## config.mk

```make
export PLATFORM = sky130hd
export DESIGN_NAME = pslv_mac
export DESIGN_NICKNAME = d
export VERILOG_FILES = /design/src/rtl/pslv_pkg.sv /design/src/rtl/pslv_mac.sv
export SDC_FILE = /design/constraint.sdc
export NUM_CORES = 2
export LEC_CHECK = 0
export ABC_CLOCK_PERIOD_IN_PS = 7800
export BUFFER_PORTS_ARGS = -buffer_cell sky130_fd_sc_hd__buf_4
export CORE_ASPECT_RATIO = 1.1
export CORE_UTILIZATION = 27
export DETAILED_ROUTE_END_ITERATION = 12
export PLACE_DENSITY = 0.45
export SETUP_SLACK_MARGIN = 0.02
export SYNTH_ARGS = -nofsm -noshare
export SYNTH_HDL_FRONTEND = slang
export SYNTH_SLANG_ARGS = --single-unit
```

## constraint.sdc

```tcl
create_clock -name i_clk -period 7.8 [get_ports i_clk]
set_input_delay 0.39 -clock i_clk [delete_from_list [all_inputs] [get_ports i_clk]]
set_output_delay 0.39 -clock i_clk [all_outputs]
set_load 0.005 [all_outputs]
```

## src/rtl/pslv_pkg.sv

```systemverilog
// pslv_pkg: shared constants and types for the plucked-string loop voice.
// Used by pslv_mac, pslv_div and plucked_string_loop_voice_core.
package pslv_pkg;

    // Delay line
    localparam int DELAY_DEPTH = 16384;
    localparam int DELAY_AW    = $clog2(DELAY_DEPTH);
    localparam int PER_W       = DELAY_AW + 8;   // period / position in Q.8

    // Allpass chain
    localparam int ALLPASS_STAGES = 4;
    localparam int AP_IW = (ALLPASS_STAGES > 1) ? $clog2(ALLPASS_STAGES) : 1;

    // Tanh shaper table, Q0.30 values, TANH_ENTRIES+1 entries
    localparam int TANH_ENTRIES = 1024;
    localparam int TANH_BITS    = $clog2(TANH_ENTRIES);
    localparam int TANH_AW      = TANH_BITS + 1;
    localparam int TANH_VW      = 30;
    localparam longint TANH_H   = (longint'(1) << 32) / TANH_ENTRIES;
    localparam longint TANH_H3  = (((TANH_H * TANH_H) >> 30) * TANH_H) >> 30;
    localparam longint TANH_TH  = TANH_H - TANH_H3 / 3;

    // Shared multiplier / accumulator
    localparam int MUL_AW = 32;
    localparam int MUL_BW = 26;
    localparam int PROD_W = MUL_AW + MUL_BW;
    localparam int ACC_W  = PROD_W + 2;

    // Divider (table build)
    localparam int DIV_W  = 31;
    localparam int QUOT_W = TANH_VW;

    // Fixed-point limits
    localparam int CLIP_12  = 1258291;
    localparam int ONE_Q20  = 1048576;
    localparam int MAX24    = 8388607;
    localparam int MIN24    = -8388608;
    localparam int UNITY16  = 65536;
    localparam int MIN_PER  = 512;
    localparam int G_MAX    = 4194303;
    localparam int OUT_MAX  = 32767;

    // Configuration register indexes
    typedef enum logic [2:0] {
        CFG_DELAY_PERIOD   = 3'd0,
        CFG_FOLD_THRESHOLD = 3'd1,
        CFG_FOLD_GAIN      = 3'd2,
        CFG_DAMPING        = 3'd3,
        CFG_LOOP_GAIN      = 3'd4,
        CFG_DISPERSION     = 3'd5,
        CFG_DC_POLE        = 3'd6,
        CFG_OUTPUT_GAIN    = 3'd7
    } t_cfg_idx;

    localparam int CFG_DW = 22;

    // Multiplier request: operands and accumulate flag
    typedef struct packed {
        logic                     acc;
        logic signed [MUL_AW-1:0] a;
        logic signed [MUL_BW-1:0] b;
    } t_mac_req;

    // Divider status
    typedef struct packed {
        logic busy;
        logic done;
    } t_div_stat;

endpackage

```

## src/rtl/pslv_mac.sv

```systemverilog
// pslv_mac: shared two-stage signed multiply-accumulate unit.
// Depends on pslv_pkg. The product and the accumulator are each registered.
module pslv_mac (
    input  logic                                 i_clk,
    input  pslv_pkg::t_mac_req                   i_req,
    output logic signed [pslv_pkg::ACC_W-1:0]    o_acc
);
    logic signed [pslv_pkg::PROD_W-1:0] r_prod;
    logic                               r_acc_en;
    logic signed [pslv_pkg::ACC_W-1:0]  r_acc;
    logic signed [pslv_pkg::ACC_W-1:0]  w_base;

    assign w_base = r_acc_en ? r_acc : '0;

    always_ff @(posedge i_clk) begin
        r_prod   <= i_req.a * i_req.b;
        r_acc_en <= i_req.acc;
        r_acc    <= w_base + pslv_pkg::ACC_W'(r_prod);
    end

    assign o_acc = r_acc;

endmodule

```

==> out/qor.csv <==
metric,value,unit
met2 usage in global routing,31.4,%
largest net degree at the start of global routing,37,
initial DRC count,975,
MaxCap Viol Count,0,
Worst Hold Class,in -> reg,
CTS resizes,0,
TNS Setup,0,ns
Post-synth EDFFs,0,
global routing's busiest layer,met2,
Tmin final,7.11,ns
Die ar.,131000,um2
Syn Area/Cell,9.17,um2
fraction of layout cells with a size suffix above 1,5.74,%
Critical Path Fanout Max,32,
"Clk pin slew, worst setup/hold paths",0.06,ns
Synth cell types,68,
"Clk Latency, worst-skew pair",0.48,ns
Filler cells,13900,
Site Rows,138,
Starting Density,27.2,%
RSZ-0062 raised after global routing,no,
CTS tree,yes,
I/O pin cnt,120,
Final Hold Viols,0,
PortBufs,119,
Max Clk Rate,0.141,GHz
ys flop type,dfxtp_1,
Syn. warnings,0,
worst slew pin tran,1.10,ns
Multi-input gate area,28700,um2
outcome,completed,
first-pass GRT wire length,162000,um
Post-CTS Hold Fix Bufs,0,
Final Max Tran Viols,0,
"count leader, synth",inv_1,
crit share post-route,91.1,%
area delta synth->final,9.57,%
Setup crit end kind,flip-flop,
final layout net count,4979,
H-tree depth,4,
Post-Syn Nets,4956,
most frequent cells after synthesis,"inv_1, fa_1, nand2_1",
total grt overflow,0,
clk sink count,119,
initial antenna violation count,4,
FF+latch area,2380,um2
Clock Path Buffers,3,
Final HPWL DP,84100,um
clock buffer count from CTS,25,
leading area contributor after synthesis,fa_1,
GRT met1 Usage,18.0,%
Synth Instances,3824,
DRT Pass-1 Iters,5,
ys async rst share,0,%
WS Path Type,in -> reg,
"FF+latch count, synth",119,
Die X,346,um
Via-to-Cell Ratio,4.47,
number of global-route vias before repair,28700,
postcts setup bufs,0,
Setup crit start kind,input port,
Worst Path Required,8.17,ns
core area,129000,um2
ranking of synthesized cells by area,"fa_1, inv_1, ha_1",
DRT antenna net count,0,
sequential element share of the synthesized area,6.79,%
Detailed Route WL,101000,um
endpoints failing setup,0,
top cell type's share of synthesized area,48.8,%
worst setup margin,0.693,ns
met3 Use GR,1.54,%
number of remaining DRC errors,0,
root buffer cell,clkbuf_16,
Avg WL per Cell,18.2,um
"Cell Area, Synth",35100,um2
Worst slew margin,26.4,%
global placer's final weighted congestion,0.823,
WP data arrival,7.48,ns
via count,24800,
dpl ws,0.213,ns
skew final,0.0194,ns
chip height,380,um
all-layer global routing usage,16.1,%
-- cell usage in the layout, fill, tap and decap left out, types with 22 or more instances in the layout --
cell type	synthesis	layout
inv_1	893	893
fa_1	855	855
nand2_1	511	511
and2_1	424	424
ha_1	217	217
buf_4	0	153
dfxtp_1	119	118
a21oi_1	102	102
xnor2_1	87	87
nor2_1	83	83
a21o_1	49	49
o21ai_0	33	33
xor2_1	26	26
clkbuf_16	0	25
nand2b_1	23	23
nand3_1	22	22
o21a_1	22	22
-- cell families (layout without fill, tap and decap cells) --
group,Yosys count,after routing,synth area share [%]
fa+ha+maj,1072,1072,56.6
buf+inv,1051,1079,11.3
simple gates,1129,1129,15.8
compound gates,340,340,6.74
flops,119,119,6.79
other cells,0,1,0
xor+xnor,113,113,2.82
-- per-stage QoR --
| step | area [um2] | instances | hold WS (ns) | util (%) |
|---|---|---|---|---|
| 4_1_cts | 38400 | 5532 | 0.00363 | 29.8 |
| 3_3_place_gp | 37700 | 5500 | 0.453 | 29.3 |
| 3_5_place_dp | 37700 | 5500 | 0.453 | 29.3 |
| 5_1_grt | 38400 | 5533 | 0.00282 | 29.8 |
| 6_report | 38400 | 5533 | 0.0207 | 29.8 |
| 2_1_floorplan | 35100 | 3824 | 0.418 | - |
-- registers in the layout, indices dropped and copies added, names as in the netlist --
signal    count
o_acc        60
r_prod       58
r_acc_en      1
-- critical path, cell delays in order --
cell      delay (ns)
buf_4           0.41
nand2_1         0.15
fa_1            0.55
inv_1           0.05
fa_1            0.48
inv_1           0.06
fa_1            0.52
fa_1            0.52
inv_1           0.06
fa_1            0.49
fa_1            0.49
inv_1           0.05
fa_1            0.47
inv_1           0.04
ha_1            0.34
nand4_1         0.17
a21oi_1         0.06
nor3_1          0.42
o21bai_1        0.17
o21ai_2         0.30
o311ai_2        0.22
a31o_1          0.25
o31ai_2         0.45
o21ai_1         0.17
xor2_1          0.16
-- area by class of cell --
class	count	area share (%)
antenna	1	0.00651
clock buffer	30	1.78
clock inverter	2	0.0261
inverter	894	8.74
multi-input combinational	2654	74.8
sequential	119	6.20
tap	1680	5.47
timing repair buffer	153	2.99
-- per-layer routing --
metal,part of all wire (%),up-vias
met5,0,-
met4,3.7,0
met3,2.6,137
met2,55,427
met1,39,12900
li1,-,11300
-- worst paths after layout --
check / slack, ns / endpoint / from / cells after the start
max: 0.69 / r_prod[56]$_DFF_P_ / i_req[5] / 25
min: 0.02 / r_acc_en$_DFF_P_ / i_req[58] / 1
max reg2reg: 3.56 / o_acc[53]$_DFF_P_ / r_acc_en$_DFF_P_ / 13
min reg2reg: 0.46 / o_acc[0]$_DFF_P_ / r_prod[0]$_DFF_P_ / 1
Power is not shown: default switching activity piles up to over one toggle a cycle in this logic, so the estimate is an artifact.
