<file path="config.mk">
export PLATFORM = sky130hd
export DESIGN_NAME = pslv_div
export DESIGN_NICKNAME = d
export VERILOG_FILES = /design/src/rtl/pslv_pkg.sv /design/src/rtl/pslv_div.sv
export SDC_FILE = /design/constraint.sdc
export NUM_CORES = 1
export LEC_CHECK = 0
export ABC_AREA = 1
export ABC_CLOCK_PERIOD_IN_PS = 4700
export BUFFER_PORTS_ARGS = -buffer_cell sky130_fd_sc_hd__buf_2
export CORE_MARGIN = 2
export CORE_UTILIZATION = 53
export DETAILED_ROUTE_END_ITERATION = 8
export PLACE_DENSITY_LB_ADDON = 0.12
export SYNTH_ARGS = -nofsm -noshare
export SYNTH_HDL_FRONTEND = slang
export SYNTH_SLANG_ARGS = --single-unit
</file>
<file path="constraint.sdc">
create_clock -name i_clk -period 4.7 [get_ports i_clk]
set_input_delay 0 -clock i_clk [delete_from_list [all_inputs] [get_ports i_clk]]
set_output_delay 0 -clock i_clk [all_outputs]
set_load 0.02 [all_outputs]
</file>
<file path="src/rtl/pslv_pkg.sv">
// pslv_pkg: shared constants and types for the plucked-string loop voice.
// Used by pslv_mac, pslv_div and plucked_string_loop_voice_core.
package pslv_pkg;

    // Delay line
    localparam int DELAY_DEPTH = 16384;
    localparam int DELAY_AW    = $clog2(DELAY_DEPTH);
    localparam int PER_W       = DELAY_AW + 8;   // period / position in Q.8

    // Allpass chain
    localparam int ALLPASS_STAGES = 4;
    localparam int AP_IW = (ALLPASS_STAGES > 1) ? $clog2(ALLPASS_STAGES) : 1;

    // Tanh shaper table, Q0.30 values, TANH_ENTRIES+1 entries
    localparam int TANH_ENTRIES = 1024;
    localparam int TANH_BITS    = $clog2(TANH_ENTRIES);
    localparam int TANH_AW      = TANH_BITS + 1;
    localparam int TANH_VW      = 30;
    localparam longint TANH_H   = (longint'(1) << 32) / TANH_ENTRIES;
    localparam longint TANH_H3  = (((TANH_H * TANH_H) >> 30) * TANH_H) >> 30;
    localparam longint TANH_TH  = TANH_H - TANH_H3 / 3;

    // Shared multiplier / accumulator
    localparam int MUL_AW = 32;
    localparam int MUL_BW = 26;
    localparam int PROD_W = MUL_AW + MUL_BW;
    localparam int ACC_W  = PROD_W + 2;

    // Divider (table build)
    localparam int DIV_W  = 31;
    localparam int QUOT_W = TANH_VW;

    // Fixed-point limits
    localparam int CLIP_12  = 1258291;
    localparam int ONE_Q20  = 1048576;
    localparam int MAX24    = 8388607;
    localparam int MIN24    = -8388608;
    localparam int UNITY16  = 65536;
    localparam int MIN_PER  = 512;
    localparam int G_MAX    = 4194303;
    localparam int OUT_MAX  = 32767;

    // Configuration register indexes
    typedef enum logic [2:0] {
        CFG_DELAY_PERIOD   = 3'd0,
        CFG_FOLD_THRESHOLD = 3'd1,
        CFG_FOLD_GAIN      = 3'd2,
        CFG_DAMPING        = 3'd3,
        CFG_LOOP_GAIN      = 3'd4,
        CFG_DISPERSION     = 3'd5,
        CFG_DC_POLE        = 3'd6,
        CFG_OUTPUT_GAIN    = 3'd7
    } t_cfg_idx;

    localparam int CFG_DW = 22;

    // Multiplier request: operands and accumulate flag
    typedef struct packed {
        logic                     acc;
        logic signed [MUL_AW-1:0] a;
        logic signed [MUL_BW-1:0] b;
    } t_mac_req;

    // Divider status
    typedef struct packed {
        logic busy;
        logic done;
    } t_div_stat;

endpackage

</file>
<file path="src/rtl/pslv_div.sv">
// pslv_div: restoring divider, one quotient bit per cycle.
// Depends on pslv_pkg. Divides (num << QUOT_W) by den, requires num < den.
module pslv_div (
    input  logic                          i_clk,
    input  logic                          i_rst_n,
    input  logic                          i_start,
    input  logic [pslv_pkg::DIV_W-1:0]    i_num,
    input  logic [pslv_pkg::DIV_W-1:0]    i_den,
    output pslv_pkg::t_div_stat           o_stat,
    output logic [pslv_pkg::QUOT_W-1:0]   o_quot
);
    localparam int CNT_W = $clog2(pslv_pkg::QUOT_W + 1);

    logic [pslv_pkg::DIV_W:0]    r_rem;
    logic [pslv_pkg::DIV_W-1:0]  r_den;
    logic [pslv_pkg::QUOT_W-1:0] r_q;
    logic [CNT_W-1:0]            r_cnt;
    logic                        r_busy;
    logic                        r_done;
    logic [pslv_pkg::DIV_W:0]    w_sh;
    logic                        w_ge;

    assign w_sh = {r_rem[pslv_pkg::DIV_W-1:0], 1'b0};
    assign w_ge = (w_sh >= {1'b0, r_den});

    always_ff @(posedge i_clk) begin
        if (!i_rst_n) begin
            r_busy <= 1'b0;
            r_done <= 1'b0;
            r_cnt  <= '0;
        end else begin
            r_done <= 1'b0;
            if (i_start && !r_busy) begin
                r_rem  <= {1'b0, i_num};
                r_den  <= i_den;
                r_q    <= '0;
                r_cnt  <= CNT_W'(pslv_pkg::QUOT_W);
                r_busy <= 1'b1;
            end else if (r_busy) begin
                r_rem <= w_ge ? (w_sh - {1'b0, r_den}) : w_sh;
                r_q   <= {r_q[pslv_pkg::QUOT_W-2:0], w_ge};
                r_cnt <= r_cnt - 1'b1;
                if (r_cnt == CNT_W'(1)) begin
                    r_busy <= 1'b0;
                    r_done <= 1'b1;
                end
            end
        end
    end

    assign o_stat.busy = r_busy;
    assign o_stat.done = r_done;
    assign o_quot      = r_q;

endmodule

</file>
==> impl_metrics.ini <==
[detailed_routing]
wire_per_inst_um = 13.45
first_pass_iters = 9
vias_per_cell = 4.812
drc_errors = 0
final_antenna_net_count = 0
num_vias = 6039
drt_iter0_drc = 427
wl_um = 16880

[clocking]
cts_made_buffers = 9
clockRootBuffer = clkbuf_16
clock-sinks = 99
clockBufferDepth = 2
htree_levels = 3
cts_resized = 0
clk_latency_ns = 0.36
cts_tree = yes
clkSlewWorstSetupHoldPaths_ns = 0.08

[die]
die_h_um = 116.9
io_pins = 97
die-area_um2 = 13660
core_um2 = 12520
rows = 41
fp.dieW_um = 116.9
start_util_pct = 53.93

[synthesis]
synth.area.top_cells = edfxtp_1 41%, nand2_1 19%, inv_1 10%
synth_nets = 1023
ys_seq_elements = 99
synth_top_flop_cell = edfxtp_1
yosys_warnings = 0
synth_top_area_share_pct = 40.93
ys_types = 36
synth_top_area_cell = edfxtp_1
synth-seq-area-share_pct = 43.00
synth_area_um2 = 6750
synth_area_per_cell_um2 = 7.305
synth-async-reset-ratio_pct = 0
syn_inst = 924
synth_edf_count = 92

[placement]
io_buffers = 96
placedInstanceArea_um2 = 7372
dp_hpwl_um = 12040
gp_congestion = 0.9720

[setup_path]
crit_type = flip-flop to flip-flop
crit_fanout = 31
cp-end-kind = flip-flop
r2r_cells = 11
rr_endpoint = r_rem[19]
timing.rr.start = r_rem[24]
worstPathArrival_ns = 3.10
cp.required_ns = 4.82
reg2reg_slack_ns = 1.73
start_kind = flip-flop

[power]
p_per_area_nw_per_um2 = 322.7
leakage_nw = 4.347
irDropWorstVdd_mv = 0.2646

[grt]
gr-usage-met1_pct = 34.20
grt_usage_pct = 26.09
grt_max_degree = 62
grt_antenna_before_repair = 0
busiest_layer = met2
overflow = 0
grtUsageMet2_pct = 44.51
grt_use_met3_pct = 4.686
first_global_vias = 5899
grt_pass1_wl_um = 27700

[layout]
fin_nets = 1177
fin_area_um2 = 8305
drive_above_1_share_pct = 12.93
antenna_cells = 0
area_delta_synth_final_pct = 23.04

[timing]
fin_crit_sh_pct = 63.29
maxSlewHeadroom_pct = 29.75
fmax_ghz = 0.3362
drv_slew = 0
final_hold_viol_count = 0
finalSetupViolCount = 0
worst_pin_slew_ns = 1.052
finalClockSkew_ns = 0.01198
period_minus_slack_ns = 2.975
setup_tns_ns = 0
rsz0062_at_grt = no

[flow_run]
drv_cap = 0

[worst_hold_path]
holdPathStages = 4
hp-class = input port to flip-flop
min_from = i_start
holdPathEnd = r_cnt[0]

[outcome]
status = complete, no violations
-- what timing repair did --
action                                 4_1_cts  5_1_grt
endpoints found under the hold margin       64        0
hold buffers                                63        0
buffers inserted                             0        0
-- worst max-delay path: stages, from the launching register on --
cell and delay [ns]:
edfxtp_1 0.40, ha_1 0.38, a21oi_1 0.28, o21ai_1 0.10
nand2_1 0.07, nand3_1 0.11, nor2_4 0.48, nand2_4 0.35
nand2_4 0.33, nand2_1 0.10, nand2_1 0.08, nand2_1 0.04
-- cell usage in the layout, fill, tap and decap left out, types with 2 or more instances in the layout --
cell type,Yosys,layout
o21a_1,2,2
clkbuf_1,9,2
nand2_1,349,349
nor3_1,3,3
xnor2_1,14,14
and2_1,5,5
edfxtp_1,92,92
a21oi_2,2,2
nand4_1,8,8
inv_8,0,2
inv_6,0,2
nand2_4,3,3
inv_1,183,183
nand3_1,52,52
dfxtp_1,7,7
ha_1,33,33
nand3b_1,20,20
a21oi_1,20,20
nor2_2,2,2
dlygate4sd3_1,0,63
nor2_4,2,4
nand2_2,14,14
buf_2,2,96
nor2_1,81,79
clkbuf_16,0,9
a21o_1,2,2
-- registers in the layout, summed over array words and instances (netlist names) --
signal,cells
r_busy,1
o_quot,30
r_den,31
r_done,1
r_cnt,5
r_rem,31
-- through the flow --
step | setup WS [ns] | hold slack (ns) | power (mW) | std cells | utilization, %
floorplan | 1.167 | 0.09763 | 1.683 | 924 | -
global placement | 1.808 | 0.1763 | 1.862 | 1176 | 58.90
detailed placement | 1.755 | 0.1781 | 1.871 | 1176 | 58.90
CTS | 1.733 | 0.05215 | 2.685 | 1255 | 66.35
global route | 1.471 | 0.09352 | 2.835 | 1255 | 66.35
finish | 1.725 | 0.06745 | 2.680 | 1255 | 66.35
-- Yosys cell counts (all sizes together) (2+ instances only) --
master    n
clkbuf    9
nand3b   20
nand3    53
o21a      2
buf       8
edfxtp   92
nand4     8
ha       33
a21oi    22
and2      5
nor3      4
o21ai     3
nor2     85
clkinv    2
dfxtp     7
inv     183
a21o      2
xnor2    14
nand2   366
-- cell families after synthesis --
family / share of synthesized area, %
AO/OA/AOI/OAI: 2.799
AND/OR/NAND/NOR: 34.12
adder cells (fa/ha/maj): 6.413
buffers and inverters: 11.71
flip-flops: 43.00
XOR/XNOR: 1.946
-- how the worst max path moves through the flow --
| stage | from | to | cells after the start |
|---|---|---|---|
| 2_1_floorplan | r_busy | o_quot[0] | 2 |
| 3_5_place_dp | r_rem[24] | r_rem[17] | 11 |
| 3_3_place_gp | r_rem[22] | r_rem[21] | 13 |
| 5_1_grt | r_rem[24] | r_rem[17] | 11 |
| 4_1_cts | r_rem[24] | r_rem[17] | 11 |
| 6_report | r_rem[24] | r_rem[19] | 11 |
-- power breakdown --
group	internal [mW]	total (mW)	switching, mW
logic	0.302	0.807	0.505
registers	1.06	1.09	0.0340
clock network	0.425	0.780	0.355
total	1.79	2.68	0.894
-- metal layers --
metal  part of all wire, %  up-vias  wire length [µm]
li1                      -     3151                 -
met1                    47     2707              7864
met2                    47      162              7955
met3                   4.6       19               776
met4                   1.7        0               280
met5                     0        -                 0
-- cell type report --
cell class / instances / area [µm²]
fillers: 1185 / 4212
multi-input cells: 623 / 3072
flip-flops and latches: 99 / 2903
repair buffers: 160 / 1119
inverters: 185 / 694.4
clock buffers: 11 / 232.7
well taps: 172 / 215.2
clock inverters: 5 / 70.07
(Power assumes the default switching activity.)
